### src/sv/rbfl_pkg.sv
// Shared types, codes and constants of the ring buffer FIFO/LIFO engine.
package rbfl_pkg;

    localparam int DATA_BITS          = 32;
    localparam int CNT_BITS           = 7;
    localparam int OP_BITS            = 3;
    localparam int DEPTH_DEFAULT      = 64;
    localparam int WORD_BITS_DEFAULT  = 32;

    typedef enum logic [OP_BITS-1:0] {
        OP_PUSH     = 3'd0,
        OP_POP_FIFO = 3'd1,
        OP_POP_LIFO = 3'd2,
        OP_PEEK     = 3'd3,
        OP_REMOVE   = 3'd4,
        OP_FLUSH    = 3'd5,
        OP_QUERY    = 3'd6
    } opcode_t;

    typedef enum logic [1:0] {
        ST_OK    = 2'd0,
        ST_FULL  = 2'd1,
        ST_EMPTY = 2'd2,
        ST_SIZE  = 2'd3
    } status_t;

    typedef enum logic [2:0] {
        S_IDLE,
        S_EXEC,
        S_RESP,
        S_READ,
        S_EMIT
    } state_t;

    typedef struct packed {
        logic [OP_BITS-1:0]   opcode;
        logic [DATA_BITS-1:0] write_data;
        logic [CNT_BITS-1:0]  amount;
    } cmd_t;

    typedef struct packed {
        logic [DATA_BITS-1:0] read_data;
        logic [1:0]           status;
        logic                 has_data;
        logic                 last;
        logic [CNT_BITS-1:0]  fill_level;
        logic                 is_full;
        logic                 is_empty;
    } rsp_t;

endpackage

### src/sv/rbfl_store.sv
// Word store of the ring buffer: one write port and one registered read port.
module rbfl_store
    import rbfl_pkg::*;
#(
    parameter int DEPTH = DEPTH_DEFAULT,
    parameter int WIDTH = WORD_BITS_DEFAULT
)
(
    input  logic                     clk,
    input  logic                     wr_en,
    input  logic [$clog2(DEPTH)-1:0] wr_addr,
    input  logic [WIDTH-1:0]         wr_data,
    input  logic [$clog2(DEPTH)-1:0] rd_addr,
    output logic [WIDTH-1:0]         rd_data
);

    logic [WIDTH-1:0] mem [DEPTH];
    logic [WIDTH-1:0] rd_data_reg;

    always_ff @(posedge clk)
    begin
        if (wr_en)
        begin
            mem[wr_addr] <= wr_data;
        end
        rd_data_reg <= mem[rd_addr];
    end

    assign rd_data = rd_data_reg;

endmodule

### src/sv/ring_buffer_fifo_lifo_engine_core.sv
// Top level of the ring buffer engine: sequencer, pointers and result register.
// A command is taken only in the idle state; a decode state follows acceptance.
// Single-result commands then pass to the response state, which waits until the output is free.
// Pops and peeks emit each word through a read state and an emit state, owing to the store's registered read port.
// A burst is emitted in full before the next command is taken.
// Reset clears head and tail pointers, fill count and burst state and sets all slots in use; storage is kept.
module ring_buffer_fifo_lifo_engine_core
    import rbfl_pkg::*;
#(
    parameter int DEPTH     = DEPTH_DEFAULT,
    parameter int WORD_BITS = WORD_BITS_DEFAULT
)
(
    input  logic                clk,
    input  logic                rst_n,
    input  logic                cmd_valid,
    output logic                cmd_ready,
    input  cmd_t                cmd,
    output logic                rsp_valid,
    input  logic                rsp_ready,
    output rsp_t                rsp,
    input  logic                cfg_valid,
    output logic                cfg_ready,
    input  logic [CNT_BITS-1:0] cfg_data
);

    localparam int IDX_BITS   = $clog2(DEPTH);
    localparam int STORE_BITS = (WORD_BITS < DATA_BITS) ? WORD_BITS : DATA_BITS;
    localparam logic [CNT_BITS-1:0] DEPTH_CNT = CNT_BITS'(DEPTH);

    state_t                state_reg, state_next;
    logic [IDX_BITS-1:0]   head_reg, head_next;
    logic [IDX_BITS-1:0]   tail_reg, tail_next;
    logic [IDX_BITS-1:0]   ptr_reg, ptr_next;
    logic [CNT_BITS-1:0]   count_reg, count_next;
    logic [CNT_BITS-1:0]   slots_reg, slots_next;
    logic [CNT_BITS-1:0]   burst_rem_reg, burst_rem_next;
    logic                  burst_rej_reg, burst_rej_next;
    logic [CNT_BITS-1:0]   cnt_reg, cnt_next;
    logic [OP_BITS-1:0]    op_reg, op_next;
    logic [CNT_BITS-1:0]   amt_reg, amt_next;
    logic [STORE_BITS-1:0] data_reg, data_next;
    status_t               res_status_reg, res_status_next;
    rsp_t                  rsp_reg, rsp_next;
    logic                  rsp_valid_reg, rsp_valid_next;

    logic                  out_free;
    logic                  wr_en;
    logic [STORE_BITS-1:0] rd_data;
    logic [CNT_BITS-1:0]   n_clip;
    status_t               push_status;

    logic [IDX_BITS-1:0]   wrap_a;
    logic [CNT_BITS-1:0]   wrap_b;
    logic                  wrap_sub;
    logic [CNT_BITS:0]     wrap_sum;
    logic [IDX_BITS-1:0]   wrap_res;

    rbfl_store #(
        .DEPTH (DEPTH),
        .WIDTH (STORE_BITS)
    ) u_store (
        .clk     (clk),
        .wr_en   (wr_en),
        .wr_addr (tail_reg),
        .wr_data (data_reg),
        .rd_addr (ptr_reg),
        .rd_data (rd_data)
    );

    // Shared modular adder over the slots in use.
    always_comb
    begin
        if (wrap_sub)
        begin
            wrap_sum = {1'b0, CNT_BITS'(wrap_a)} + {1'b0, slots_reg} - {1'b0, wrap_b};
        end
        else
        begin
            wrap_sum = {1'b0, CNT_BITS'(wrap_a)} + {1'b0, wrap_b};
        end
        if (wrap_sum >= {1'b0, slots_reg})
        begin
            wrap_res = IDX_BITS'(wrap_sum - {1'b0, slots_reg});
        end
        else
        begin
            wrap_res = IDX_BITS'(wrap_sum);
        end
    end

    assign cmd_ready = (state_reg == S_IDLE);
    assign cfg_ready = (state_reg == S_IDLE);
    assign out_free  = !rsp_valid_reg || rsp_ready;
    assign n_clip    = (amt_reg > count_reg) ? count_reg : amt_reg;

    always_comb
    begin
        if (amt_reg > slots_reg)
        begin
            push_status = ST_SIZE;
        end
        else if (({1'b0, count_reg} + {1'b0, amt_reg}) > {1'b0, slots_reg})
        begin
            push_status = ST_FULL;
        end
        else
        begin
            push_status = ST_OK;
        end
    end

    always_comb
    begin
        state_next      = state_reg;
        head_next       = head_reg;
        tail_next       = tail_reg;
        ptr_next        = ptr_reg;
        count_next      = count_reg;
        slots_next      = slots_reg;
        burst_rem_next  = burst_rem_reg;
        burst_rej_next  = burst_rej_reg;
        cnt_next        = cnt_reg;
        op_next         = op_reg;
        amt_next        = amt_reg;
        data_next       = data_reg;
        res_status_next = res_status_reg;
        rsp_next        = rsp_reg;
        rsp_valid_next  = rsp_valid_reg;
        wr_en           = 1'b0;
        wrap_a          = head_reg;
        wrap_b          = CNT_BITS'(1);
        wrap_sub        = 1'b0;

        if (rsp_valid_reg && rsp_ready)
        begin
            rsp_valid_next = 1'b0;
        end

        case (state_reg)
            S_IDLE:
            begin
                if (cfg_valid)
                begin
                    if (cfg_data == '0)
                    begin
                        slots_next = CNT_BITS'(1);
                    end
                    else if (cfg_data > DEPTH_CNT)
                    begin
                        slots_next = DEPTH_CNT;
                    end
                    else
                    begin
                        slots_next = cfg_data;
                    end
                    head_next      = '0;
                    tail_next      = '0;
                    count_next     = '0;
                    burst_rem_next = '0;
                    burst_rej_next = 1'b0;
                end
                if (cmd_valid)
                begin
                    op_next    = cmd.opcode;
                    amt_next   = cmd.amount;
                    data_next  = cmd.write_data[STORE_BITS-1:0];
                    state_next = S_EXEC;
                end
            end

            S_EXEC:
            begin
                state_next      = S_RESP;
                res_status_next = ST_OK;
                if (op_reg != OP_PUSH)
                begin
                    burst_rem_next = '0;
                    burst_rej_next = 1'b0;
                end
                case (op_reg)
                    OP_PUSH:
                    begin
                        if (burst_rem_reg != '0)
                        begin
                            burst_rem_next = burst_rem_reg - CNT_BITS'(1);
                            if (burst_rej_reg)
                            begin
                                res_status_next = ST_FULL;
                            end
                            else
                            begin
                                wr_en      = 1'b1;
                                wrap_a     = tail_reg;
                                tail_next  = wrap_res;
                                count_next = count_reg + CNT_BITS'(1);
                            end
                            if (burst_rem_reg == CNT_BITS'(1))
                            begin
                                burst_rej_next = 1'b0;
                            end
                        end
                        else if (amt_reg == '0)
                        begin
                            res_status_next = ST_SIZE;
                        end
                        else
                        begin
                            res_status_next = push_status;
                            burst_rem_next  = amt_reg - CNT_BITS'(1);
                            burst_rej_next  = (push_status != ST_OK) && (amt_reg != CNT_BITS'(1));
                            if (push_status == ST_OK)
                            begin
                                wr_en      = 1'b1;
                                wrap_a     = tail_reg;
                                tail_next  = wrap_res;
                                count_next = count_reg + CNT_BITS'(1);
                            end
                        end
                    end

                    OP_POP_FIFO:
                    begin
                        if (n_clip == '0)
                        begin
                            res_status_next = ST_EMPTY;
                        end
                        else
                        begin
                            wrap_a     = head_reg;
                            wrap_b     = n_clip;
                            head_next  = wrap_res;
                            ptr_next   = head_reg;
                            cnt_next   = n_clip;
                            count_next = count_reg - n_clip;
                            state_next = S_READ;
                        end
                    end

                    OP_POP_LIFO:
                    begin
                        if (count_reg == '0)
                        begin
                            res_status_next = ST_EMPTY;
                        end
                        else if (n_clip != '0)
                        begin
                            wrap_a     = tail_reg;
                            wrap_b     = n_clip;
                            wrap_sub   = 1'b1;
                            tail_next  = wrap_res;
                            ptr_next   = wrap_res;
                            cnt_next   = n_clip;
                            count_next = count_reg - n_clip;
                            state_next = S_READ;
                        end
                    end

                    OP_PEEK:
                    begin
                        if (amt_reg == '0)
                        begin
                            res_status_next = ST_SIZE;
                        end
                        else if (count_reg == '0)
                        begin
                            res_status_next = ST_EMPTY;
                        end
                        else if (amt_reg > count_reg)
                        begin
                            res_status_next = ST_SIZE;
                        end
                        else
                        begin
                            ptr_next   = head_reg;
                            cnt_next   = amt_reg;
                            state_next = S_READ;
                        end
                    end

                    OP_REMOVE:
                    begin
                        if (count_reg == '0)
                        begin
                            res_status_next = ST_EMPTY;
                        end
                        else
                        begin
                            wrap_a     = head_reg;
                            wrap_b     = n_clip;
                            head_next  = wrap_res;
                            count_next = count_reg - n_clip;
                        end
                    end

                    OP_FLUSH:
                    begin
                        head_next  = '0;
                        tail_next  = '0;
                        count_next = '0;
                    end

                    default:
                    begin
                        res_status_next = ST_OK;
                    end
                endcase
            end

            S_RESP:
            begin
                if (out_free)
                begin
                    rsp_next.read_data  = '0;
                    rsp_next.status     = res_status_reg;
                    rsp_next.has_data   = 1'b0;
                    rsp_next.last       = 1'b1;
                    rsp_next.fill_level = count_reg;
                    rsp_next.is_full    = (count_reg == slots_reg);
                    rsp_next.is_empty   = (count_reg == '0);
                    rsp_valid_next      = 1'b1;
                    state_next          = S_IDLE;
                end
            end

            S_READ:
            begin
                state_next = S_EMIT;
            end

            S_EMIT:
            begin
                if (out_free)
                begin
                    rsp_next.read_data  = DATA_BITS'(rd_data);
                    rsp_next.status     = ST_OK;
                    rsp_next.has_data   = 1'b1;
                    rsp_next.last       = (cnt_reg == CNT_BITS'(1));
                    rsp_next.fill_level = count_reg;
                    rsp_next.is_full    = (count_reg == slots_reg);
                    rsp_next.is_empty   = (count_reg == '0);
                    rsp_valid_next      = 1'b1;
                    cnt_next            = cnt_reg - CNT_BITS'(1);
                    wrap_a              = ptr_reg;
                    ptr_next            = wrap_res;
                    state_next          = (cnt_reg == CNT_BITS'(1)) ? S_IDLE : S_READ;
                end
            end

            default:
            begin
                state_next = S_IDLE;
            end
        endcase
    end

    always_ff @(posedge clk or negedge rst_n)
    begin
        if (!rst_n)
        begin
            state_reg     <= S_IDLE;
            head_reg      <= '0;
            tail_reg      <= '0;
            count_reg     <= '0;
            slots_reg     <= DEPTH_CNT;
            burst_rem_reg <= '0;
            burst_rej_reg <= 1'b0;
            rsp_valid_reg <= 1'b0;
        end
        else
        begin
            state_reg     <= state_next;
            head_reg      <= head_next;
            tail_reg      <= tail_next;
            count_reg     <= count_next;
            slots_reg     <= slots_next;
            burst_rem_reg <= burst_rem_next;
            burst_rej_reg <= burst_rej_next;
            rsp_valid_reg <= rsp_valid_next;
        end
    end

    always_ff @(posedge clk)
    begin
        ptr_reg        <= ptr_next;
        cnt_reg        <= cnt_next;
        op_reg         <= op_next;
        amt_reg        <= amt_next;
        data_reg       <= data_next;
        res_status_reg <= res_status_next;
        rsp_reg        <= rsp_next;
    end

    assign rsp_valid = rsp_valid_reg;
    assign rsp       = rsp_reg;

    a_count_within_slots: assert property (@(posedge clk) disable iff (!rst_n)
        count_reg <= slots_reg)
        else $error("Fill count exceeds the slots in use.");

    a_no_data_reads_zero: assert property (@(posedge clk) disable iff (!rst_n)
        rsp_valid_reg && !rsp_reg.has_data |-> rsp_reg.read_data == '0)
        else $error("A result without data carries a non-zero word.");

    a_emit_has_words: assert property (@(posedge clk) disable iff (!rst_n)
        state_reg == S_EMIT |-> cnt_reg != '0)
        else $error("Emitting with no words left to send.");

    a_cfg_flushes: assert property (@(posedge clk) disable iff (!rst_n)
        cfg_valid && cfg_ready |=> count_reg == '0)
        else $error("A register write did not empty the buffer.");

endmodule

### config.mk
export PLATFORM = sky130hd
export DESIGN_NAME = ring_buffer_fifo_lifo_engine_core
export DESIGN_NICKNAME = d
export VERILOG_FILES = /design/src/sv/rbfl_pkg.sv /design/src/sv/rbfl_store.sv /design/src/sv/ring_buffer_fifo_lifo_engine_core.sv
export SDC_FILE = /design/constraint.sdc
export NUM_CORES = 2
export LEC_CHECK = 0
export ABC_CLOCK_PERIOD_IN_PS = 7200
export BUFFER_PORTS_ARGS = -buffer_cell sky130_fd_sc_hd__buf_2
export CORE_ASPECT_RATIO = 1.5
export CORE_UTILIZATION = 57
export DETAILED_ROUTE_END_ITERATION = 8
export GPL_TIMING_DRIVEN = 0
export MAX_ROUTING_LAYER = met4
export PLACE_DENSITY = 0.76
export SETUP_SLACK_MARGIN = 0.3
export SYNTH_ARGS = -nofsm -noshare
export SYNTH_HDL_FRONTEND = slang
export SYNTH_HIERARCHICAL = 1
export SYNTH_SLANG_ARGS = --single-unit
### constraint.sdc
create_clock -name clk -period 7.2 [get_ports clk]
set_input_delay 1.8 -clock clk [delete_from_list [all_inputs] [get_ports clk]]
set_output_delay 1.8 -clock clk [all_outputs]
set_load 0.05 [all_outputs]
Word level (Yosys, flattened, before mapping):

Memory sizes are Yosys's and may differ from the RTL's. A register that Yosys moved wholly into a read port is not among the register bits.
Index checks and enable logic that the tools add are counted.

* add/sub/neg operators: 10
* multiply operators: 0
* div/mod/pow operators: 0
* magnitude comparators: 5
* equal/unequal tests: 31
* shift operators: 0
* multiplexer cells: 113
* bitwise gates (word level): 0
* reductions and logical operators: 29

Operators by type and width (number)
* 7-bit 2-to-1 mux: 28
* 6-bit 2-to-1 mux: 22
* 45-bit 2-to-1 mux: 2
* 45-bit one-hot mux with 2 select lines: 1
* 6-bit one-hot mux with 2 select lines: 5
* 6-bit one-hot mux with 3 select lines: 3
* 7-bit one-hot mux with 2 select lines: 3
* 7-bit one-hot mux with 3 select lines: 2
* 7-bit one-hot mux with 5 select lines: 1
* 1-bit 2-to-1 mux: 29
* 7-bit zero test: 4
* 3-bit inequality test (second input constant): 7
* 7-bit by 1-bit subtractor with 7-bit output (second input constant): 3
* 2-bit 2-to-1 mux: 9
* 6-bit by 7-bit adder with 8-bit output: 2
* 3-bit one-hot mux with 5 select lines: 1
* 7-bit by 1-bit equality test with 1-bit output (second input constant): 2
* 7-bit greater-than comparator: 2
* 7-bit nonzero test: 2
* 3-bit by 2-bit equality test with 1-bit output (second input constant): 4
* 4-bit inequality test (second input constant): 3
* 10-bit AND reduction: 1
* 3-bit equality test (second input constant): 3
* 3-bit 2-to-1 mux: 3
* 32 further kinds: 46

* register bits: 140
* latch bits: 0
* RAM bits: 2048
* memory bits (read-only): 0
* input port bits: 54
* output and inout bits: 48
* word-level logic and storage cells: 210
* memories kept: 1

Memory list
* u_store.mem: depth 64, width 32, read ports 1, clocked after Yosys merged registers in 1, wr ports 1, line rbfl_store.sv:17 `logic [WIDTH-1:0] mem [DEPTH];`

Logic depth before layout (Yosys ltp):

* word-level depth: 20
* mapped depth: 38
* depth with buffers taken out: 37

Modules after synthesis:

Netlist, hierarchy kept.

Modules (own cells, without submodules)
* rbfl_store: instances 1, cells an instance 3511, area each 79039.6 um^2
* ring_buffer_fifo_lifo_engine_core: instances 1, cells an instance 788, area each 8424.3 um^2

Least setup slack after synthesis:

Ideal clock, no wire load.

* kind: register to register
* start point: register count_reg[1]
* end point: register ptr_reg[0], data pin
* library setup time: 0.260 ns
* arrival: 6.433 ns
* data required time: 6.940 ns
* setup slack: 0.507 ns
* cell stages (with the launch flop): 34
* buffers on the path: 1
* clock period less this slack: 6.693 ns
* cell sequence: dfrtp_1 inv_1 ha_1 inv_1 a21oi_1 nor2_1 nor2_1 o21bai_1 a21oi_1 xor2_1 ha_1 and4_1 a41o_1 a31oi_1 a311oi_1 nand3_1 a31oi_1 a21oi_1 buf_2 a221o_1 ha_1 ha_1 inv_1 fa_1 mux2i_1 fa_1 a21o_1 a21oi_1 a21oi_1 o21ai_0 nand2b_1 a221oi_4 mux2i_1 mux2_2

* word-level cells in the longest chain between the ends: 19
* elaborated cells on any way between the ends: 39
* classes of those cells: add/sub: 5; order compare: 3; mux: 27; reduce/logical: 4

RTL lines
* from (decl): line ring_buffer_fifo_lifo_engine_core.sv:35 `logic [CNT_BITS-1:0] count_reg, count_next;`
* from (signal assigned): line ring_buffer_fifo_lifo_engine_core.sv:375 `count_reg <= count_next;`
* 7-bit by 7-bit adder with 8-bit output: line ring_buffer_fifo_lifo_engine_core.sv:103 `else if (({1'b0, count_reg} + {1'b0, amt_reg}) > {1'b0, slots_reg})`
* 8-bit by 7-bit greater-than comparator with 1-bit output: line ring_buffer_fifo_lifo_engine_core.sv:103
* 1-bit 2-to-1 mux: line ring_buffer_fifo_lifo_engine_core.sv:103
* 2-bit 2-to-1 mux: line ring_buffer_fifo_lifo_engine_core.sv:99 `if (amt_reg > slots_reg)`
* 2-bit zero test: line ring_buffer_fifo_lifo_engine_core.sv:212 `if (push_status == ST_OK)`
* 6-bit 2-to-1 mux: line ring_buffer_fifo_lifo_engine_core.sv:212
* 6-bit 2-to-1 mux: line ring_buffer_fifo_lifo_engine_core.sv:203 `else if (amt_reg == '0)`
* 6-bit 2-to-1 mux: line ring_buffer_fifo_lifo_engine_core.sv:184 `if (burst_rem_reg != '0)`
* [... 4 more ...]
* 8-bit 2-to-1 mux *: line ring_buffer_fifo_lifo_engine_core.sv:74 `if (wrap_sub)`
* 8-bit by 7-bit >= comparator with 1-bit output or 6-bit subtractor (tied branches): line ring_buffer_fifo_lifo_engine_core.sv:82, ring_buffer_fifo_lifo_engine_core.sv:84
* 6-bit 2-to-1 mux *: line ring_buffer_fifo_lifo_engine_core.sv:82 `if (wrap_sum >= {1'b0, slots_reg})`
* 6-bit 2-to-1 mux: line ring_buffer_fifo_lifo_engine_core.sv:246 `else if (n_clip != '0)`
* 6-bit 2-to-1 mux: line ring_buffer_fifo_lifo_engine_core.sv:242 `if (count_reg == '0)`
* 6-bit one-hot mux with 3 select lines: line ring_buffer_fifo_lifo_engine_core.sv:181 `case (op_reg)`
* 6-bit one-hot mux with 2 select lines *: line ring_buffer_fifo_lifo_engine_core.sv:140 `case (state_reg)`
* net ptr_next[0]: line ring_buffer_fifo_lifo_engine_core.sv:34 `logic [IDX_BITS-1:0] ptr_reg, ptr_next;`
* to (signal assigned): line ring_buffer_fifo_lifo_engine_core.sv:385 `ptr_reg <= ptr_next;`
* to (decl): line ring_buffer_fifo_lifo_engine_core.sv:34

The timed path passes the listed nets; every way through them passes the cells marked *. The select of a mux whose other input is x is not followed.
A chain may end at the register's enable or synchronous reset.

Final worst setup path:

* start point: register amt_reg[0]
* end point: register ptr_reg[3], data pin

* word-level cells in the longest chain between the ends: 19
* elaborated cells on any way between the ends: 40
* classes of those cells: add/sub: 5; order compare: 4; mux: 27; reduce/logical: 4

RTL lines
* from (decl): line ring_buffer_fifo_lifo_engine_core.sv:41 `logic [CNT_BITS-1:0] amt_reg, amt_next;`
* from (signal assigned): line ring_buffer_fifo_lifo_engine_core.sv:388 `amt_reg <= amt_next;`
* 7-bit by 7-bit adder with 8-bit output: line ring_buffer_fifo_lifo_engine_core.sv:103
* 8-bit by 7-bit greater-than comparator with 1-bit output: line ring_buffer_fifo_lifo_engine_core.sv:103
* 1-bit 2-to-1 mux: line ring_buffer_fifo_lifo_engine_core.sv:103
* 2-bit 2-to-1 mux: line ring_buffer_fifo_lifo_engine_core.sv:99
* 2-bit zero test: line ring_buffer_fifo_lifo_engine_core.sv:212
* 6-bit 2-to-1 mux: line ring_buffer_fifo_lifo_engine_core.sv:212
* 6-bit 2-to-1 mux: line ring_buffer_fifo_lifo_engine_core.sv:203
* 6-bit 2-to-1 mux: line ring_buffer_fifo_lifo_engine_core.sv:184
* [... 4 more ...]
* 8-bit 2-to-1 mux *: line ring_buffer_fifo_lifo_engine_core.sv:74
* 8-bit by 7-bit >= comparator with 1-bit output or 6-bit subtractor (tied branches): line ring_buffer_fifo_lifo_engine_core.sv:82, ring_buffer_fifo_lifo_engine_core.sv:84
* 6-bit 2-to-1 mux *: line ring_buffer_fifo_lifo_engine_core.sv:82
* 6-bit 2-to-1 mux: line ring_buffer_fifo_lifo_engine_core.sv:246
* 6-bit 2-to-1 mux: line ring_buffer_fifo_lifo_engine_core.sv:242
* 6-bit one-hot mux with 3 select lines: line ring_buffer_fifo_lifo_engine_core.sv:181
* 6-bit one-hot mux with 2 select lines *: line ring_buffer_fifo_lifo_engine_core.sv:140
* net ptr_next[3]: line ring_buffer_fifo_lifo_engine_core.sv:34

Marked as above.

==> results.txt <==
outcome = finished with violations
violated checks = capacitance limit, setup timing
Starting DRT DRC Count = 7679
Final #Nets = 4887
Worst setup EP type = flop
maximum VDD drop = 0.290 mV
Die X = 322 µm
register area = 66200 µm²
I/O pin count = 102
Overflow after GRT = 0
max cap viols = 2
Clock Pin Slew Worst Setup and Hold Paths = 0.07 ns
Hold WS = 0.504 ns
global-route wire length before repair = 358000 µm
Clock Path Buffers = 3
share of the synthesized area in the top cell type = 0.738
Setup violations, final = 8
Post-Syn Nets = 4425
multi-input logic area = 20600 µm²
CTS Sinks = 2220
leakage power = 32.6 nW
number of antenna-violating nets in the routed design = 0
synthesized instance count = 4299
synthesized area per cell = 20.3 µm²
Top delay family on crit path = compound AO/OA/AOI/OAI gates
RSZ-0062 raised after global routing = yes
most used cell, CP = ha_1
Placer Congestion = 0.925
YS warnings = 6
Clock H-tree levels = 4
Final Core Density = 0.663
cell with the most instances after synthesis = edfxtp_1
detailed-route via count = 48664
Fill cells = 9429
Post-synth top cells = edfxtp_1, mux4_2, mux2i_1
initial core utilization = 0.576
Power Total = 34.9 mW
initial antenna violation count = 15
EDFF count, synth = 2150
Hold Buf Count CTS = 0
total CTS buffers = 186
vias in the first global route = 48842
Netlist cell types = 87
Critical Path Fanout Max = 8
post-synthesis sequential area ratio = 0.756
drt first pass iters = 9
startpoint types = flop
period utilization = 1.01
required time worst endpoint = 7.78 ns
Fmax = 138 MHz
DRC Markers = 0
Pins Over Slew Limit = 0
TritonCTS clock tree = done
area growth from synthesis to layout = 15.2%
Yosys reg bits = 2220
Worst Path Buf+Inv = 5
worst hold path class = flop to flop
max FFs per register = 2048
Post-Layout Cell Count = 6966
synthesized area = 87500 µm²
Pwr per Cell Area = 346 nW/µm²
post-DP HPWL = 169000 µm
number of buffers added on ports = 101
crit-path max cell delay = 0.96 ns
ratio of cells with drive above 1 in the final layout = 0.263
ranking of synthesized cells by area = edfxtp_1, mux4_2, mux2i_1, a22oi_1, dfrtp_1
slew margin rel. = 0.00917
M1 GR Usage = 0.380
async set-reset flop share out of synthesis = 0.0171
Core Region = 152000 µm²
largest net degree at the start of global routing = 43
final WL = 260000 µm
worst slack at placement = -1.64 ns
Synth area leader = edfxtp_1
# rows = 175
met2 usage = 0.563
Vias/cell = 6.99
placed cells = 6569
Die Y = 482 µm
top_reg_cell synth = edfxtp_1
Tmin final = 7.26 ns
gr usage total = 0.349
final hold vios = 0
worst-margin pin slew = 1.49 ns
die area = 155000 µm²
Fin Clk Skew = 0.0361 ns
Crit-path slowest cell = o31ai_1
final worst-path setup slack = -0.0593 ns
Critical Path AT = 7.84 ns
met3 GRT Util = 0.0771
WS Path Type = flop to flop
worst-skew pair later-pin latency = 0.85 ns
clock root buffer = clkbuf_16
wire per inst = 37.3 µm
GRT Max-Usage Layer = met2
## timing repair
item | CTS | global route
buffers inserted | 31 | 8
endpoints found under the setup margin | 253 | 18
gates resized for setup | 66 | 21
pin swaps | 40 | 24
## layout make-up
cell class	count	area share
clock inverters	109	0.0108
clock buffers	236	0.0488
plain buffers	228	0.0139
flip-flops and latches	2220	0.657
repair buffers	274	0.0378
inverters	49	0.00186
diodes	13	0.000323
well taps	2035	0.0253
multi-input cells	1802	0.205
## path summary, 6_finish.rpt
kind                                           from           end  slack, ns  cells past startpoint
worst max-delay path                     amt_reg[0]    ptr_reg[3]      -0.06                     29
worst min-delay path            u_store/rd_data[11]       rsp[24]       0.50                      1
worst max register to register           amt_reg[0]    ptr_reg[3]      -0.06                     29
worst min register to register  u_store/rd_data[11]       rsp[24]       0.50                      1
max in group asynchronous                     rst_n  count_reg[2]       5.34                      1
min in group asynchronous                     rst_n   tail_reg[0]       1.14                      1
## cell families (layout without fill, tap and decap cells)
family / Yosys count / in the layout / share of synthesized area
xor gates and xnor gates: 41 / 41 / 0.00411
and+or+nand+nor: 494 / 494 / 0.0281
AOI/OAI and AO/OA: 539 / 539 / 0.0433
adders and majority gates: 72 / 72 / 0.0112
other: 0 / 13 / 0
DFF: 2220 / 2220 / 0.756
buffers and inverters: 277 / 896 / 0.0180
muxes: 656 / 656 / 0.139
## power breakdown
group	internal, mW	switching [mW]	total (mW)
Sequential	15.2	0.453	15.6
Clock	5.43	4.63	10.1
Combinational	3.47	5.69	9.16
## layout by cell type, fill, tap and decap left out, types with 16 or more instances in the layout
| cell | n |
|---|---|
| edfxtp_1 | 2150 |
| a22o_1 | 16 |
| mux4_2 | 446 |
| nor2_1 | 88 |
| a22oi_1 | 127 |
| o21ai_0 | 65 |
| nand2_1 | 90 |
| clkbuf_16 | 188 |
| xnor2_1 | 24 |
| buf_12 | 70 |
| clkinv_1 | 24 |
| a31oi_1 | 23 |
| nor2_4 | 64 |
| inv_1 | 44 |
| dfrtp_1 | 33 |
| a211oi_1 | 25 |
| mux2i_1 | 192 |
| nor3_1 | 23 |
| o221ai_1 | 17 |
| and2_1 | 46 |
| xor2_1 | 16 |
| clkinv_2 | 38 |
| buf_2 | 157 |
| dfxtp_1 | 32 |
| nor2b_1 | 30 |
| buf_4 | 64 |
| buf_16 | 53 |
| clkbuf_1 | 133 |
| o22ai_1 | 45 |
| a21oi_1 | 74 |
| ha_1 | 53 |
| nand2b_1 | 23 |
| nand3_1 | 58 |
| buf_6 | 45 |
## through the flow
step	setup TNS, ns	instance area (µm²)
final	-0.251	101000
after floorplan	0	87500
after global routing	-2.85	101000
after detailed placement	-26.78	94000
after global placement	-3398.07	90500
after CTS	0	101000
## metal layers
layer | part of all wire | routed length, µm
met4 | 0.087 | 22700
met2 | 0.50 | 129000
met1 | 0.31 | 79600
met3 | 0.11 | 28600
met5 | 0 | 0
Power figures use the tool's default switching activity.
